**config.mk**
```make
export PLATFORM = sky130hd
export DESIGN_NAME = priority_ready_queue_scheduler_core_flat
export DESIGN_NICKNAME = d
export VERILOG_FILES = /design/src/design/prqs_pkg.sv /design/src/design/prqs_if.sv /design/src/design/prqs_cell.sv /design/src/design/prqs_queue.sv /design/src/design/priority_ready_queue_scheduler_core.sv /design/src/flat_wrapper.sv
export VERILOG_INCLUDE_DIRS = /design/src /design/src/design
export SDC_FILE = /design/constraint.sdc
export NUM_CORES = 2
export LEC_CHECK = 0
export BUFFER_PORTS_ARGS = -buffer_cell sky130_fd_sc_hd__buf_4
export CAP_MARGIN = 15
export CORE_MARGIN = 3
export CORE_UTILIZATION = 30
export CTS_CLUSTER_SIZE = 25
export DETAILED_ROUTE_END_ITERATION = 10
export PLACE_DENSITY = 0.45
export SETUP_SLACK_MARGIN = 0.4
export SLEW_MARGIN = 20
export SYNTH_ARGS = -nofsm -noshare
export SYNTH_HDL_FRONTEND = slang
export SYNTH_SLANG_ARGS = --single-unit
```
**constraint.sdc**
```tcl
create_clock -name clock -period 17.6 [get_ports clock]
set_input_delay 1.76 -clock clock [delete_from_list [all_inputs] [get_ports clock]]
set_output_delay 1.76 -clock clock [all_outputs]
set_load 0.01 [all_outputs]
```
**src/design/priority_ready_queue_scheduler_core_assert.svh**
```systemverilog
// assertion macros for the ready-queue scheduler
`ifndef PRIORITY_READY_QUEUE_SCHEDULER_CORE_ASSERT_SVH
`define PRIORITY_READY_QUEUE_SCHEDULER_CORE_ASSERT_SVH

// implication checked every clock outside reset
`define PRQS_ASSERT_IMPL(label, clk, rst, ante, cons, msg) \
   label: assert property (@(posedge clk) disable iff (rst) (ante) |-> (cons)) \
      else $error(msg);

// implication checked on the clock after the antecedent
`define PRQS_ASSERT_NEXT(label, clk, rst, ante, cons, msg) \
   label: assert property (@(posedge clk) disable iff (rst) (ante) |=> (cons)) \
      else $error(msg);

`endif

```
**src/design/prqs_pkg.sv**
```systemverilog
// ---------------------------------------------------------------------------
// prqs_pkg
// shared constants, types and codes of the ready-queue scheduler
// ---------------------------------------------------------------------------
package prqs_pkg;

   localparam int QUEUE_DEPTH = 16;
   localparam int ID_BITS     = 16;
   localparam int LEVELS      = 3;
   localparam int FILL_BITS   = $clog2(QUEUE_DEPTH + 1);

   typedef logic [ID_BITS-1:0]   id_type;
   typedef logic [FILL_BITS-1:0] fill_type;

   // command codes
   localparam logic [2:0] MODE_CREATE  = 3'd0;
   localparam logic [2:0] MODE_FORK    = 3'd1;
   localparam logic [2:0] MODE_KILL    = 3'd2;
   localparam logic [2:0] MODE_EXIT    = 3'd3;
   localparam logic [2:0] MODE_QUANTUM = 3'd4;

   // status codes
   localparam logic [1:0] ST_DONE   = 2'd0;
   localparam logic [1:0] ST_FAIL   = 2'd1;
   localparam logic [1:0] ST_OTHERS = 2'd2;
   localparam logic [1:0] ST_IDLEX  = 2'd3;

   // idle process states
   localparam logic [1:0] IDLE_RUNNING = 2'd0;
   localparam logic [1:0] IDLE_READY   = 2'd1;
   localparam logic [1:0] IDLE_BLOCKED = 2'd2;

   // per-level queue operations
   typedef enum logic [1:0] {
      QOP_NONE,
      QOP_PUSH,
      QOP_POP,
      QOP_KILL
   } qop_type;

   // command to one level's cell chain
   typedef struct packed {
      qop_type op;
      id_type  id;
   } qcmd_type;

   // status from one level's cell chain
   typedef struct packed {
      fill_type fill;
      id_type   head;
      logic     hit;
   } qstat_type;

endpackage

```
**src/design/prqs_if.sv**
```systemverilog
// ---------------------------------------------------------------------------
// prqs_req_if / prqs_rsp_if
// valid/ready channels of the scheduler
// ---------------------------------------------------------------------------
interface prqs_req_if;
   import prqs_pkg::*;
   logic       valid;
   logic       ready;
   logic [2:0] mode;
   logic [1:0] level;
   id_type     target_pid;
   logic       blocked_elsewhere;
   modport source (output valid, mode, level, target_pid, blocked_elsewhere, input ready);
   modport sink   (input valid, mode, level, target_pid, blocked_elsewhere, output ready);
endinterface

interface prqs_rsp_if;
   import prqs_pkg::*;
   logic       valid;
   logic       ready;
   logic [1:0] status;
   id_type     result_pid;
   id_type     running_pid;
   logic [1:0] running_level;
   logic       idle_exited;
   modport source (output valid, status, result_pid, running_pid, running_level,
                   idle_exited, input ready);
   modport sink   (input valid, status, result_pid, running_pid, running_level,
                   idle_exited, output ready);
endinterface

```
**src/design/prqs_cell.sv**
```systemverilog
// ---------------------------------------------------------------------------
// prqs_cell
// one slot of a level queue; shifts toward the head on pop or removal
// ---------------------------------------------------------------------------
module prqs_cell
   import prqs_pkg::*;
(
   input  logic   clock,
   input  logic   reset,
   input  logic   occ_left,   // slot nearer the head is occupied
   input  logic   kill_left,  // a slot nearer the head matches or is removed
   input  qop_type op,
   input  id_type cmd_id,
   input  logic   push_here,  // this slot is the tail for a push
   input  id_type id_right,   // neighbor toward the tail
   input  logic   occ_right,
   output id_type id_out,
   output logic   occ_out,
   output logic   kill_out    // removal point at or before this slot
);

   id_type id_ff, id_in;
   logic   occ_ff, occ_in;
   logic   match;

   assign match    = occ_ff && (id_ff == cmd_id) && (op == QOP_KILL);
   assign kill_out = kill_left || match;
   assign id_out   = id_ff;
   assign occ_out  = occ_ff;

   // next slot content
   always_comb begin
      id_in  = id_ff;
      occ_in = occ_ff;
      unique case (op)
         QOP_PUSH: begin
            if (push_here) begin
               id_in  = cmd_id;
               occ_in = 1'b1;
            end
         end
         QOP_POP: begin
            id_in  = id_right;
            occ_in = occ_right;
         end
         QOP_KILL: begin
            if (kill_out) begin
               id_in  = id_right;
               occ_in = occ_right;
            end
         end
         default: ;
      endcase
   end

   always_ff @(posedge clock) begin
      id_ff <= id_in;
      if (reset) occ_ff <= 1'b0;
      else       occ_ff <= occ_in;
   end

   `include "priority_ready_queue_scheduler_core_assert.svh"
   `PRQS_ASSERT_IMPL(a_cell_packed, clock, reset, occ_ff, occ_left, "hole in queue")

endmodule

```
**src/design/prqs_queue.sv**
```systemverilog
// ---------------------------------------------------------------------------
// prqs_queue
// one priority level: a chain of cells with head at index 0
// ---------------------------------------------------------------------------
module prqs_queue
   import prqs_pkg::*;
(
   input  logic      clock,
   input  logic      reset,
   input  qcmd_type  cmd,
   input  id_type    search_id,
   output qstat_type stat
);

   id_type ids  [QUEUE_DEPTH];
   logic   occ  [QUEUE_DEPTH];
   logic   kil  [QUEUE_DEPTH];
   fill_type fill_ff, fill_in;
   logic   hit;

   genvar g;
   generate
      for (g = 0; g < QUEUE_DEPTH; g++) begin : g_cell
         logic   ol, kl, orr;
         id_type ir;
         if (g == 0) begin : g_head
            assign ol = 1'b1;
            assign kl = 1'b0;
         end else begin : g_body
            assign ol = occ[g-1];
            assign kl = kil[g-1];
         end
         if (g == QUEUE_DEPTH - 1) begin : g_tail
            assign ir  = '0;
            assign orr = 1'b0;
         end else begin : g_mid
            assign ir  = ids[g+1];
            assign orr = occ[g+1];
         end
         prqs_cell u_cell (
            .clock     (clock),
            .reset     (reset),
            .occ_left  (ol),
            .kill_left (kl),
            .op        (cmd.op),
            .cmd_id    (cmd.id),
            .push_here (fill_ff == FILL_BITS'(g)),
            .id_right  (ir),
            .occ_right (orr),
            .id_out    (ids[g]),
            .occ_out   (occ[g]),
            .kill_out  (kil[g])
         );
      end
   endgenerate

   // fill tracking
   always_comb begin
      fill_in = fill_ff;
      unique case (cmd.op)
         QOP_PUSH: if (fill_ff != FILL_BITS'(QUEUE_DEPTH)) fill_in = fill_ff + 1'b1;
         QOP_POP:  if (fill_ff != '0) fill_in = fill_ff - 1'b1;
         QOP_KILL: if (kil[QUEUE_DEPTH-1]) fill_in = fill_ff - 1'b1;
         default: ;
      endcase
   end

   always_ff @(posedge clock) begin
      if (reset) fill_ff <= '0;
      else       fill_ff <= fill_in;
   end

   // search for an id without changing anything
   always_comb begin
      hit = 1'b0;
      for (int k = 0; k < QUEUE_DEPTH; k++)
         if (occ[k] && ids[k] == search_id) hit = 1'b1;
   end

   assign stat = '{fill: fill_ff, head: ids[0], hit: hit};

   `include "priority_ready_queue_scheduler_core_assert.svh"
   `PRQS_ASSERT_IMPL(a_fill_range, clock, reset, 1'b1, fill_ff <= FILL_BITS'(QUEUE_DEPTH), "fill over depth")
   `PRQS_ASSERT_IMPL(a_head_occ, clock, reset, fill_ff != '0, occ[0], "head empty while filled")

endmodule

```
**src/design/priority_ready_queue_scheduler_core.sv**
```systemverilog
// ---------------------------------------------------------------------------
// priority_ready_queue_scheduler_core
// three-level strict-priority ready-queue scheduler with an idle process
// ---------------------------------------------------------------------------
// A command beat gives its result beat after S_EXEC and S_OUT, with S_SCHED
// between them when the runner leaves: S_EXEC decodes and issues a queue
// operation to the level's chain of cells (search, push or shift), S_SCHED
// pops the successor from the highest non-empty level, and S_OUT lets the
// chains settle and loads the output register. The result beat is held in that
// register, and the next command is accepted in the cycle after it is taken.
module priority_ready_queue_scheduler_core
   import prqs_pkg::*;
(
   input  logic clock,
   input  logic reset,
   prqs_req_if.sink   req,
   prqs_rsp_if.source rsp
);

   typedef enum logic [3:0] {
      S_IDLE  = 4'b0001,
      S_EXEC  = 4'b0010,
      S_SCHED = 4'b0100,
      S_OUT   = 4'b1000
   } state_type;

   state_type  state_ff, state_in;
   logic [2:0] mode_ff;
   logic [1:0] lvl_ff;
   id_type     tgt_ff;
   logic       else_ff;

   id_type     next_ff, next_in;
   id_type     cur_ff, cur_in;
   logic [1:0] clvl_ff, clvl_in;
   logic [1:0] idle_ff, idle_in;
   logic [1:0] st_ff, st_in;
   id_type     rpid_ff, rpid_in;
   logic       ov_ff, ov_in;

   qcmd_type  qcmd [LEVELS];
   qstat_type qst  [LEVELS];

   genvar l;
   generate
      for (l = 0; l < LEVELS; l++) begin : g_lvl
         prqs_queue u_queue (.clock(clock), .reset(reset), .cmd(qcmd[l]),
                             .search_id(tgt_ff), .stat(qst[l]));
      end
   endgenerate

   logic   empty_all;
   id_type nid_inc;
   assign empty_all = (qst[0].fill == '0) && (qst[1].fill == '0) && (qst[2].fill == '0);
   assign nid_inc   = (next_ff + 1'b1 == '0) ? id_type'(1) : next_ff + 1'b1;
   assign req.ready = (state_ff == S_IDLE) && !ov_ff;

   // command sequencing
   always_comb begin
      state_in = state_ff;
      next_in  = next_ff;
      cur_in   = cur_ff;
      clvl_in  = clvl_ff;
      idle_in  = idle_ff;
      st_in    = st_ff;
      rpid_in  = rpid_ff;
      ov_in    = ov_ff;
      for (int k = 0; k < LEVELS; k++) qcmd[k] = '{op: QOP_NONE, id: tgt_ff};
      if (rsp.valid && rsp.ready) ov_in = 1'b0;
      unique case (state_ff)
         S_IDLE: if (req.valid && req.ready) state_in = S_EXEC;
         S_EXEC: begin
            st_in    = ST_FAIL;
            rpid_in  = '0;
            state_in = S_OUT;
            priority case (mode_ff)
               MODE_CREATE: if (lvl_ff != 2'd3) begin
                  if (idle_ff == IDLE_RUNNING) begin
                     idle_in = IDLE_READY;
                     cur_in  = next_ff;
                     clvl_in = lvl_ff;
                     rpid_in = next_ff;
                     next_in = nid_inc;
                     st_in   = ST_DONE;
                  end else if (qst[lvl_ff].fill != FILL_BITS'(QUEUE_DEPTH)) begin
                     qcmd[lvl_ff] = '{op: QOP_PUSH, id: next_ff};
                     rpid_in = next_ff;
                     next_in = nid_inc;
                     st_in   = ST_DONE;
                  end
               end
               MODE_FORK: if (idle_ff != IDLE_RUNNING &&
                              qst[clvl_ff].fill != FILL_BITS'(QUEUE_DEPTH)) begin
                  qcmd[clvl_ff] = '{op: QOP_PUSH, id: next_ff};
                  rpid_in = next_ff;
                  next_in = nid_inc;
                  st_in   = ST_DONE;
               end
               MODE_KILL: begin
                  if (tgt_ff == '0) begin
                     if (empty_all && !else_ff && idle_ff != IDLE_READY) begin
                        idle_in = IDLE_BLOCKED;
                        st_in   = ST_IDLEX;
                     end else st_in = ST_OTHERS;
                  end else if (tgt_ff == cur_ff) begin
                     rpid_in  = tgt_ff;
                     st_in    = ST_DONE;
                     state_in = S_SCHED;
                  end else if (qst[0].hit) begin
                     qcmd[0] = '{op: QOP_KILL, id: tgt_ff};
                     rpid_in = tgt_ff; st_in = ST_DONE;
                  end else if (qst[1].hit) begin
                     qcmd[1] = '{op: QOP_KILL, id: tgt_ff};
                     rpid_in = tgt_ff; st_in = ST_DONE;
                  end else if (qst[2].hit) begin
                     qcmd[2] = '{op: QOP_KILL, id: tgt_ff};
                     rpid_in = tgt_ff; st_in = ST_DONE;
                  end
               end
               MODE_EXIT: begin
                  if (cur_ff == '0) begin
                     if (empty_all && !else_ff) begin
                        idle_in = IDLE_BLOCKED;
                        st_in   = ST_IDLEX;
                     end else st_in = ST_OTHERS;
                  end else begin
                     rpid_in  = cur_ff;
                     st_in    = ST_DONE;
                     state_in = S_SCHED;
                  end
               end
               MODE_QUANTUM: begin
                  if (cur_ff != '0 && qst[clvl_ff].fill == FILL_BITS'(QUEUE_DEPTH)) begin
                     rpid_in = cur_ff;
                     st_in   = ST_FAIL;
                  end else begin
                     if (cur_ff != '0) qcmd[clvl_ff] = '{op: QOP_PUSH, id: cur_ff};
                     st_in    = ST_DONE;
                     state_in = S_SCHED;
                  end
               end
               default: ;
            endcase
         end
         S_SCHED: begin
            state_in = S_OUT;
            if (qst[0].fill != '0 || qst[1].fill != '0 || qst[2].fill != '0) begin
               priority if (qst[0].fill != '0) begin
                  cur_in = qst[0].head; clvl_in = 2'd0; qcmd[0].op = QOP_POP;
               end else if (qst[1].fill != '0) begin
                  cur_in = qst[1].head; clvl_in = 2'd1; qcmd[1].op = QOP_POP;
               end else begin
                  cur_in = qst[2].head; clvl_in = 2'd2; qcmd[2].op = QOP_POP;
               end
               idle_in = IDLE_READY;
            end else begin
               cur_in  = '0;
               clvl_in = 2'd0;
               idle_in = IDLE_RUNNING;
            end
            if (mode_ff == MODE_QUANTUM) rpid_in = cur_in;
         end
         S_OUT: begin
            ov_in    = 1'b1;
            state_in = S_IDLE;
         end
         default: state_in = S_IDLE;
      endcase
   end

   always_ff @(posedge clock) begin
      if (req.valid && req.ready) begin
         mode_ff <= req.mode;
         lvl_ff  <= req.level;
         tgt_ff  <= req.target_pid;
         else_ff <= req.blocked_elsewhere;
      end
      st_ff   <= st_in;
      rpid_ff <= rpid_in;
      if (reset) begin
         state_ff <= S_IDLE;
         next_ff  <= id_type'(1);
         cur_ff   <= '0;
         clvl_ff  <= '0;
         idle_ff  <= IDLE_RUNNING;
         ov_ff    <= 1'b0;
      end else begin
         state_ff <= state_in;
         next_ff  <= next_in;
         cur_ff   <= cur_in;
         clvl_ff  <= clvl_in;
         idle_ff  <= idle_in;
         ov_ff    <= ov_in;
      end
   end

   assign rsp.valid         = ov_ff;
   assign rsp.status        = st_ff;
   assign rsp.result_pid    = rpid_ff;
   assign rsp.running_pid   = cur_ff;
   assign rsp.running_level = clvl_ff;
   assign rsp.idle_exited   = (idle_ff == IDLE_BLOCKED);

   `include "priority_ready_queue_scheduler_core_assert.svh"
   `PRQS_ASSERT_IMPL(a_next_nonzero, clock, reset, 1'b1, next_ff != '0, "next id is zero")
   `PRQS_ASSERT_IMPL(a_no_accept_busy, clock, reset, state_ff != S_IDLE, !req.ready, "ready while busy")
   `PRQS_ASSERT_NEXT(a_exec_follows, clock, reset, req.valid && req.ready, state_ff == S_EXEC, "no exec")
   `PRQS_ASSERT_IMPL(a_idle_level, clock, reset, cur_ff == '0, clvl_ff == '0, "idle not at level 0")

endmodule
```
**src/flat_wrapper.sv**
```systemverilog
// flat-port wrapper written by rule: the top's interface ports become plain ports
module priority_ready_queue_scheduler_core_flat import prqs_pkg::*;
  (clock, reset, req_valid, req_mode, req_level, req_target_pid, req_blocked_elsewhere, req_ready, rsp_valid, rsp_status, rsp_result_pid, rsp_running_pid, rsp_running_level, rsp_idle_exited, rsp_ready);
  prqs_req_if req_i ();
  prqs_rsp_if rsp_i ();
  input  logic clock;
  input  logic reset;
  input wire logic [$bits(req_i.valid)-1:0] req_valid;
  input wire logic [$bits(req_i.mode)-1:0] req_mode;
  input wire logic [$bits(req_i.level)-1:0] req_level;
  input wire logic [$bits(req_i.target_pid)-1:0] req_target_pid;
  input wire logic [$bits(req_i.blocked_elsewhere)-1:0] req_blocked_elsewhere;
  output wire logic [$bits(req_i.ready)-1:0] req_ready;
  output wire logic [$bits(rsp_i.valid)-1:0] rsp_valid;
  output wire logic [$bits(rsp_i.status)-1:0] rsp_status;
  output wire logic [$bits(rsp_i.result_pid)-1:0] rsp_result_pid;
  output wire logic [$bits(rsp_i.running_pid)-1:0] rsp_running_pid;
  output wire logic [$bits(rsp_i.running_level)-1:0] rsp_running_level;
  output wire logic [$bits(rsp_i.idle_exited)-1:0] rsp_idle_exited;
  input wire logic [$bits(rsp_i.ready)-1:0] rsp_ready;
  assign req_i.valid = req_valid;
  assign req_i.mode = req_mode;
  assign req_i.level = req_level;
  assign req_i.target_pid = req_target_pid;
  assign req_i.blocked_elsewhere = req_blocked_elsewhere;
  assign req_ready = req_i.ready;
  assign rsp_valid = rsp_i.valid;
  assign rsp_status = rsp_i.status;
  assign rsp_result_pid = rsp_i.result_pid;
  assign rsp_running_pid = rsp_i.running_pid;
  assign rsp_running_level = rsp_i.running_level;
  assign rsp_idle_exited = rsp_i.idle_exited;
  assign rsp_i.ready = rsp_ready;
  priority_ready_queue_scheduler_core u_core (.clock(clock), .reset(reset), .req(req_i), .rsp(rsp_i));
endmodule
```
* Word level (Yosys, flattened, before mapping)
Cells that the tools add are included.
** Cells by class
- Add/subtract/negate cells :: 7
- Multiply operators :: 0
- Div/mod/pow operators :: 0
- Order comparisons :: 4
- Equal/unequal tests :: 285
- Shift operators :: 0
- Multiplexer cells :: 455
- Bitwise operators :: 2
- Reductions and logical operators :: 278
** Operators by type and width (count)
- case mux 16 bit (3 select lines) :: 48
- two-way mux 16 bit :: 122
- equality test 16 bit :: 97
- two-way mux 54 bit :: 8
- case mux 54 bit (4 select lines) :: 1
- != test 2 x 1 -> 1 bit, second input constant :: 105
- bitwise mux 54 bit :: 3
- logical AND 1 bit :: 155
- two-way mux 1 bit :: 153
- case mux 1 bit (3 select lines) :: 48
- AND reduction 3 bit :: 48
- equality test 5 x 4 -> 1 bit, second input constant :: 24
- two-way mux 18 bit :: 6
- case mux 16 bit (2 select lines) :: 3
- binary-select mux 22 bit (select 2 bit) :: 2
- two-way mux 22 bit :: 4
- case mux 16 bit (5 select lines) :: 1
- demux 18 bit (select 2 bit) :: 2
- equality test 5 x 3 -> 1 bit, second input constant :: 12
- two-way mux 2 bit :: 27
- zero test 16 bit :: 3
- logical OR 1 bit :: 47
- two-way mux 5 bit :: 9
- case mux 5 bit (3 select lines) :: 3
- other kinds (41) :: 100
** Storage, ports and cells
- Register bits after elaboration :: 912
- Latch bits :: 0
- RAM bits :: 0
- ROM bits :: 0
- Bits of input ports :: 26
- Output and inout bits :: 39
- Word-level logic and storage cells :: 1142
- Memories :: 0

* Longest topological paths before layout
- Depth after elaboration :: 47
- Mapped depth :: 26
- Mapped depth without buffers :: 21

* By module
A second synthesis with hierarchy kept.
** Second synthesis, totals
- Cells, all modules :: 5498
- Area total of the unflattened synthesis :: 63817.5 sq um
** Modules (own cells, without submodules)
- prqs_cell :: times used 48, cells each 67, area an instance 952.2 sq um, seq. area each 500.5 sq um
- prqs_queue :: times used 3, cells each 463, area an instance 3727.3 sq um, seq. area each 100.1 sq um
- priority_ready_queue_scheduler_core :: times used 1, cells each 893, area an instance 6931.6 sq um, seq. area each 2021.9 sq um

* Worst setup path before layout
Ideal clock, no wire load.
- Path type :: reg2reg
- Start :: reg u_core.tgt_ff[1]
- End :: reg u_core.g_lvl[1].u_queue.g_cell[10].u_cell.id_ff[0], enable pin
- Library setup time :: 0.419 ns
- Arrival :: 5.381 ns
- Required time :: 17.181 ns
- Slack :: 11.800 ns
- Cell stages (with the launch flop) :: 23
- Buffers on the path :: 4
- Period minus slack after synthesis :: 5.800 ns
- Path through :: edfxtp_1 clkbuf_1 inv_1 clkbuf_1 a221oi_1 and4_1 nand4_1 nand4_1 or4_1 clkbuf_1 nand2b_1 o21ai_0 nand2_1 inv_1 ha_1 clkbuf_1 inv_1 nor4_1 nand4_1 or4_1 o211ai_1 nor3_2 a211oi_1
** On the way
- Cells in the longest elaborated chain, start to end :: 38
- Elaborated cells between the ends (all ways) :: 164
- Those cells by class :: eq/ne (49); mux (48); reduce/logical (67)
** Ends and longest elaborated chain
- start: declaration :: RTL line priority_ready_queue_scheduler_core.sv:30 : id_type tgt_ff;
- start signal: assignment :: RTL line priority_ready_queue_scheduler_core.sv:175 : tgt_ff <= req.target_pid;
- equality test 16 bit :: RTL line prqs_queue.sv:77 : if (occ[k] && ids[k] == search_id) hit = 1'b1;
- logical AND 1 bit :: RTL line prqs_queue.sv:77
- two-way mux 1 bit (16 in a row) :: RTL line prqs_queue.sv:77
- two-way mux 36 bit / two-way mux 18 bit (equally long branches) :: RTL line priority_ready_queue_scheduler_core.sv:109, priority_ready_queue_scheduler_core.sv:112
- two-way mux 54 bit / two-way mux 36 bit (equally long branches) :: RTL line priority_ready_queue_scheduler_core.sv:105, priority_ready_queue_scheduler_core.sv:109
- two-way mux 54 bit (on tied branches) :: RTL line priority_ready_queue_scheduler_core.sv:100, priority_ready_queue_scheduler_core.sv:105
- case mux 54 bit (4 select lines) / two-way mux 54 bit (equally long branches) :: RTL line priority_ready_queue_scheduler_core.sv:76, priority_ready_queue_scheduler_core.sv:100
- two-way mux 16 bit / case mux 54 bit (4 select lines) (equally long branches) :: RTL line priority_ready_queue_scheduler_core.sv:70, priority_ready_queue_scheduler_core.sv:76
- equality test 16 bit / case mux 2 bit (2 select lines) (equally long branches) :: RTL line prqs_cell.sv:26, priority_ready_queue_scheduler_core.sv:70
- logical AND 1 bit / equality test 2 bit (equally long branches) :: RTL line prqs_cell.sv:26, prqs_cell.sv:35
- logical AND 1 bit :: RTL line prqs_cell.sv:26 : assign match = occ_ff && (id_ff == cmd_id) && (op == QOP_KILL);
- logical OR 1 bit (10 in a row) :: RTL line prqs_cell.sv:27 : assign kill_out = kill_left || match;
- != test 2 x 1 -> 1 bit (no line)
- AND reduction 3 bit (no line) *
- end signal: assignment :: RTL line prqs_cell.sv:57 : id_ff <= id_in;
- end: declaration :: RTL line prqs_cell.sv:22 : id_type id_ff, id_in;
Mark *: on every way between the ends. The rest lies on a longest branch, timed or not.
A chain may end at the register's enable or synchronous reset.

* Final worst setup path
- Start :: reg u_core.tgt_ff[8]
- End :: reg u_core.g_lvl[0].u_queue.g_cell[6].u_cell.occ_ff
** On the way
- Cells in the longest elaborated chain, start to end :: 33
- Elaborated cells between the ends (all ways) :: 100
- Those cells by class :: eq/ne (29); mux (32); reduce/logical (39)
** Ends and longest elaborated chain
- equality test 16 bit :: RTL line prqs_queue.sv:77
- logical AND 1 bit :: RTL line prqs_queue.sv:77
- two-way mux 1 bit (16 in a row) :: RTL line prqs_queue.sv:77
- two-way mux 18 bit :: RTL line priority_ready_queue_scheduler_core.sv:109 : end else if (qst[0].hit) begin
- two-way mux 54 bit :: RTL line priority_ready_queue_scheduler_core.sv:105 : end else if (tgt_ff == cur_ff) begin
- two-way mux 54 bit :: RTL line priority_ready_queue_scheduler_core.sv:100 : if (tgt_ff == '0) begin
- case mux 54 bit (4 select lines) :: RTL line priority_ready_queue_scheduler_core.sv:76 : priority case (mode_ff)
- case mux 2 bit (2 select lines) :: RTL line priority_ready_queue_scheduler_core.sv:70 : unique case (state_ff)
- equality test 2 bit :: RTL line prqs_cell.sv:26, prqs_cell.sv:35
- logical AND 1 bit :: RTL line prqs_cell.sv:26
- logical OR 1 bit (6 in a row) :: RTL line prqs_cell.sv:27
- != test 2 x 1 -> 1 bit (no line)
- AND reduction 3 bit (no line)
- end signal: assignment :: RTL line prqs_cell.sv:59 : else occ_ff <= occ_in;
- end: declaration :: RTL line prqs_cell.sv:23 : logic occ_ff, occ_in;
Several ways; a longest one is shown, not always the timed one.

==> impl_metrics.csv <==
group,metric,value,unit
job,drv.max_cap_violation_count,0,
clock_tree,cts_root_buffer,"sky130_fd_sc_hd__clkbuf_16",
cells_and_area,nets,6373,
cells_and_area,area_growth_syn_to_fin,13.1,%
grt,grt_max_degree,164,
floorplan,floorplan.die.width,462,um
sta,finalSetupViolations,0,
pwr,cellLeakagePower,23.1,nW
sta,final.setup.tns,0,ps
placed_design,detailed_place_hpwl,235000,um
sta,holdWs,497,ps
sta,skew_final,70.4,ps
grt,grt_antenna_before_repair,14,
clock_tree,cts_buffer_depth,3,
grt,busiest_layer,"met2",
grt,first_global_vias,56001,
pwr,powerDensity,79.5,nW/um2
sta,final.period_utilization,48.5,%
sta,final_min_period,8540,ps
logic_synthesis,synth_top_area_share,38.9,%
grt,met1_usage,42.1,%
floorplan,top_level_ports,65,
grt,grt_use_met2,46.7,%
logic_synthesis,synthesis.instances,6344,
logic_synthesis,netlist_top_cells_area,"sky130_fd_sc_hd__edfxtp_1 39%, sky130_fd_sc_hd__xnor2_1 10%, sky130_fd_sc_hd__o21a_1 6.8%",
logic_synthesis,share_of_flip_flops_with_an_asynchronous_set_or_reset_after_synthesis,0,%
route,detail_route.first_pass.iterations,7,
clock_tree,cts.htree.levels,3,
grt,globalRouteOverflowTotal,0,
route,detailedRoute.firstIterationViolations,8807,
worst_setup_path,ff_to_ff_start,"u_core.tgt_ff[8]",
route,detail_route.wl_per_cell,38.4,um
clock_tree,cts_setup_buffers,0,
cells_and_area,layout_commonest_cell,"sky130_fd_sc_hd__edfxtp_1",
grt,grt_pass1_wl,473000,um
clock_tree,cts_tree,"yes",
grt,track_usage,31.7,%
logic_synthesis,synth_fp_nets,6397,
floorplan,die_height,462,um
min_path,min_from,"u_core.idle_ff[0]",
floorplan,core_area,206000,um2
logic_synthesis,number_of_flops_mapped_to_enable_cells_by_yosys,808,
sta,fin_worst_setup_slack,9060,ps
pwr,vdd_ir_drop_max,0.0906,mV
clock_tree,ctsResizeCount,0,
logic_synthesis,ff_latch_count_synth,912,
worst_setup_path,timing.critical_path.to_type,"flop",
route,post-route-drc-count,0,
sta,final_max_slew_viol_count,0,
cells_and_area,final_cell_mix,"808 x sky130_fd_sc_hd__edfxtp_1, 718 x sky130_fd_sc_hd__xnor2_1, 568 x sky130_fd_sc_hd__o21a_1",
cells_and_area,finalCoreUtilization,34.3,%
grt,grtUsageMet3,7.60,%
worst_setup_path,worst_ep_arrival_time,9250,ps
placed_design,routability_congestion,1.02,
clock_tree,clock_sinks,912,
clock_tree,cts_buffers,111,
route,post_drt_via_cell_ratio,6.43,
logic_synthesis,synthesis.area,62300,um2
cells_and_area,layout_filler_cell_count,21112,
logic_synthesis,yosys.area.top_type,"sky130_fd_sc_hd__edfxtp_1",
logic_synthesis,synth_area_per_cell,9.83,um2
clock_tree,clock_slew_seen_by_the_registers_of_the_worst_setup_and_hold_paths,70,ps
sta,number_of_endpoints_with_negative_hold_slack_in_the_final_report,0,
floorplan,placementRows,166,
cells_and_area,drive_above_1_share,10.8,%
sta,timing.slew.headroom,5.37,%
floorplan,initial_core_util,30.3,%
route,drtAntennaViolNets,0,
worst_setup_path,critPathLaunchType,"flop",
min_path,hold_class,"reg2reg",
logic_synthesis,ys_seq_area_share,42.3,%
clock_tree,clock_insertion_delay_worst_skew,820,ps
outcome,status,"finished, final reports clean",
worst_setup_path,cp_data_required_time,18310,ps
floorplan,die_area,213000,um2
sta,rsz0062_at_grt,"false",
pwr,fin_total_pwr,5.61,mW
worst_setup_path,worst-path-max-fanout,22,
worst_setup_path,path_class,"reg2reg",
logic_synthesis,synth.distinct_cells,119,
logic_synthesis,synth_flop_cell,"sky130_fd_sc_hd__edfxtp_1",
route,detailroute.via_count,58602,
worst_setup_path,launch_point_of_the_critical_path,"u_core.tgt_ff[8]",
route,wl,350000,um
placed_design,placement.io_buffers,64,
sta,tightestPinTransition,1410,ps
placed_design,post_place_worst_slack,9300,ps
clock_tree,postCtsHoldBufs,0,
sta,achievable-frequency,117,MHz
logic_synthesis,synth_warnings,0,
worst_setup_path,ff2ff_setup_slack,9060,ps
-- flip-flops by register name, indices dropped and copies added, names as in the netlist, 3 cells and up --
| register | cells |
|---|---|
| u_core.mode_ff | 3 |
| u_core.rsp.result_pid | 16 |
| u_core.tgt_ff | 16 |
| u_core.next_ff | 16 |
| u_core.g_lvl.u_queue.fill_ff | 15 |
| u_core.g_lvl.u_queue.g_cell.u_cell.id_out | 768 |
| u_core.g_lvl.u_queue.g_cell.u_cell.occ_out | 48 |
| u_core.state_ff | 4 |
| u_core.rsp.running_pid | 16 |
-- final cells by class --
type                       instances  area (um2)  share of cell area (%)
timing repair buffer             348        2740                    3.88
multi-input combinational       4747       33600                    47.7
clock inverter                    47         477                   0.676
clock buffer                     162        3210                    4.56
tap                             2688        3360                    4.77
inverter                         200         751                    1.06
sequential                       912       26300                    37.4
antenna                           10        25.0                  0.0355
-- worst paths after layout --
check,end,depth (start not counted)
worst max-delay path,flop,24
worst min-delay path,u_core.idle_ff[0],2
worst min register to register,u_core.idle_ff[0],2
worst max register to register,flop,24
-- through the flow --
| stage | std cells | cell area [um2] |
|---|---|---|
| finish | 9114 | 70500 |
| global route | 9106 | 70500 |
| CTS | 9102 | 70400 |
| detailed placement | 8893 | 66700 |
| global placement | 8893 | 66700 |
| floorplan | 6344 | 62300 |
-- kinds of logic (layout without fill, tap and decap cells) --
group           after synthesis  count (layout)  share of synthesized area [%]
simple gates               1716            1716                           14.9
other cells                   0              10                              0
fa+ha+maj                    28              28                          0.558
compound gates             1825            1825                           21.1
xor+xnor                   1153            1153                           16.2
flops                       912             912                           42.3
buf+inv                     685             757                           4.60
mux                          25              25                          0.417
-- critical path: stages (launching register included) --
cell and delay, ps:
sky130_fd_sc_hd__edfxtp_1 770, sky130_fd_sc_hd__buf_4 610, sky130_fd_sc_hd__clkinv_1 140, sky130_fd_sc_hd__buf_4 300, sky130_fd_sc_hd__a22o_1 260, sky130_fd_sc_hd__nor4_1 250
sky130_fd_sc_hd__nand4_1 400, sky130_fd_sc_hd__nand4_1 280, sky130_fd_sc_hd__or4_1 660, sky130_fd_sc_hd__a211oi_1 160, sky130_fd_sc_hd__nand2b_1 230, sky130_fd_sc_hd__inv_1 130
sky130_fd_sc_hd__ha_1 580, sky130_fd_sc_hd__buf_4 440, sky130_fd_sc_hd__nand2_1 110, sky130_fd_sc_hd__a221o_1 280, sky130_fd_sc_hd__or4_1 500, sky130_fd_sc_hd__nor4_1 290
sky130_fd_sc_hd__a31oi_1 150, sky130_fd_sc_hd__buf_4 230, sky130_fd_sc_hd__nand3_1 100, sky130_fd_sc_hd__nor2_2 190, sky130_fd_sc_hd__a21oi_2 910, sky130_fd_sc_hd__nor2_1 70
sky130_fd_sc_hd__a311oi_1 270
-- where the power goes --
part	internal [mW]	total, mW	leakage [nW]	switching (mW)
Clock	1.34	2.38	1.79	1.03
Sequential	2.37	2.38	8.10	0.00612
Combinational	0.263	0.855	13.2	0.592
-- metal layers --
layer,part of all wire [%],vias up
met4,7.1,4
li1,-,23643
met3,11,1116
met2,42,4321
met1,40,29518
met5,0.0077,-
-- cells in the mapped netlist (26+ instances only) --
master	instances
sky130_fd_sc_hd__nand2_1	262
sky130_fd_sc_hd__a21o_1	66
sky130_fd_sc_hd__buf_2	151
sky130_fd_sc_hd__o21a_1	568
sky130_fd_sc_hd__dfxtp_1	104
sky130_fd_sc_hd__xnor2_1	718
sky130_fd_sc_hd__and2_1	32
sky130_fd_sc_hd__nor2b_1	26
sky130_fd_sc_hd__a21boi_0	150
sky130_fd_sc_hd__o211ai_1	72
sky130_fd_sc_hd__and3_1	82
sky130_fd_sc_hd__a2111oi_0	28
sky130_fd_sc_hd__nand4_1	201
sky130_fd_sc_hd__nand2b_1	73
sky130_fd_sc_hd__inv_1	196
sky130_fd_sc_hd__a21oi_1	251
sky130_fd_sc_hd__o21ai_0	181
sky130_fd_sc_hd__xor2_1	435
sky130_fd_sc_hd__ha_1	27
sky130_fd_sc_hd__nor2_1	257
sky130_fd_sc_hd__or4_1	26
sky130_fd_sc_hd__buf_1	26
sky130_fd_sc_hd__a31oi_1	46
sky130_fd_sc_hd__o21ai_1	26
sky130_fd_sc_hd__or3_1	35
sky130_fd_sc_hd__nand3_1	241
sky130_fd_sc_hd__clkbuf_1	287
sky130_fd_sc_hd__o2111ai_1	33
sky130_fd_sc_hd__o22ai_1	61
sky130_fd_sc_hd__edfxtp_1	808
sky130_fd_sc_hd__a211oi_1	56
sky130_fd_sc_hd__nor4_1	227
sky130_fd_sc_hd__nor3_1	132
sky130_fd_sc_hd__o221ai_1	35
Note: power is estimated with default switching activity, not from simulation.
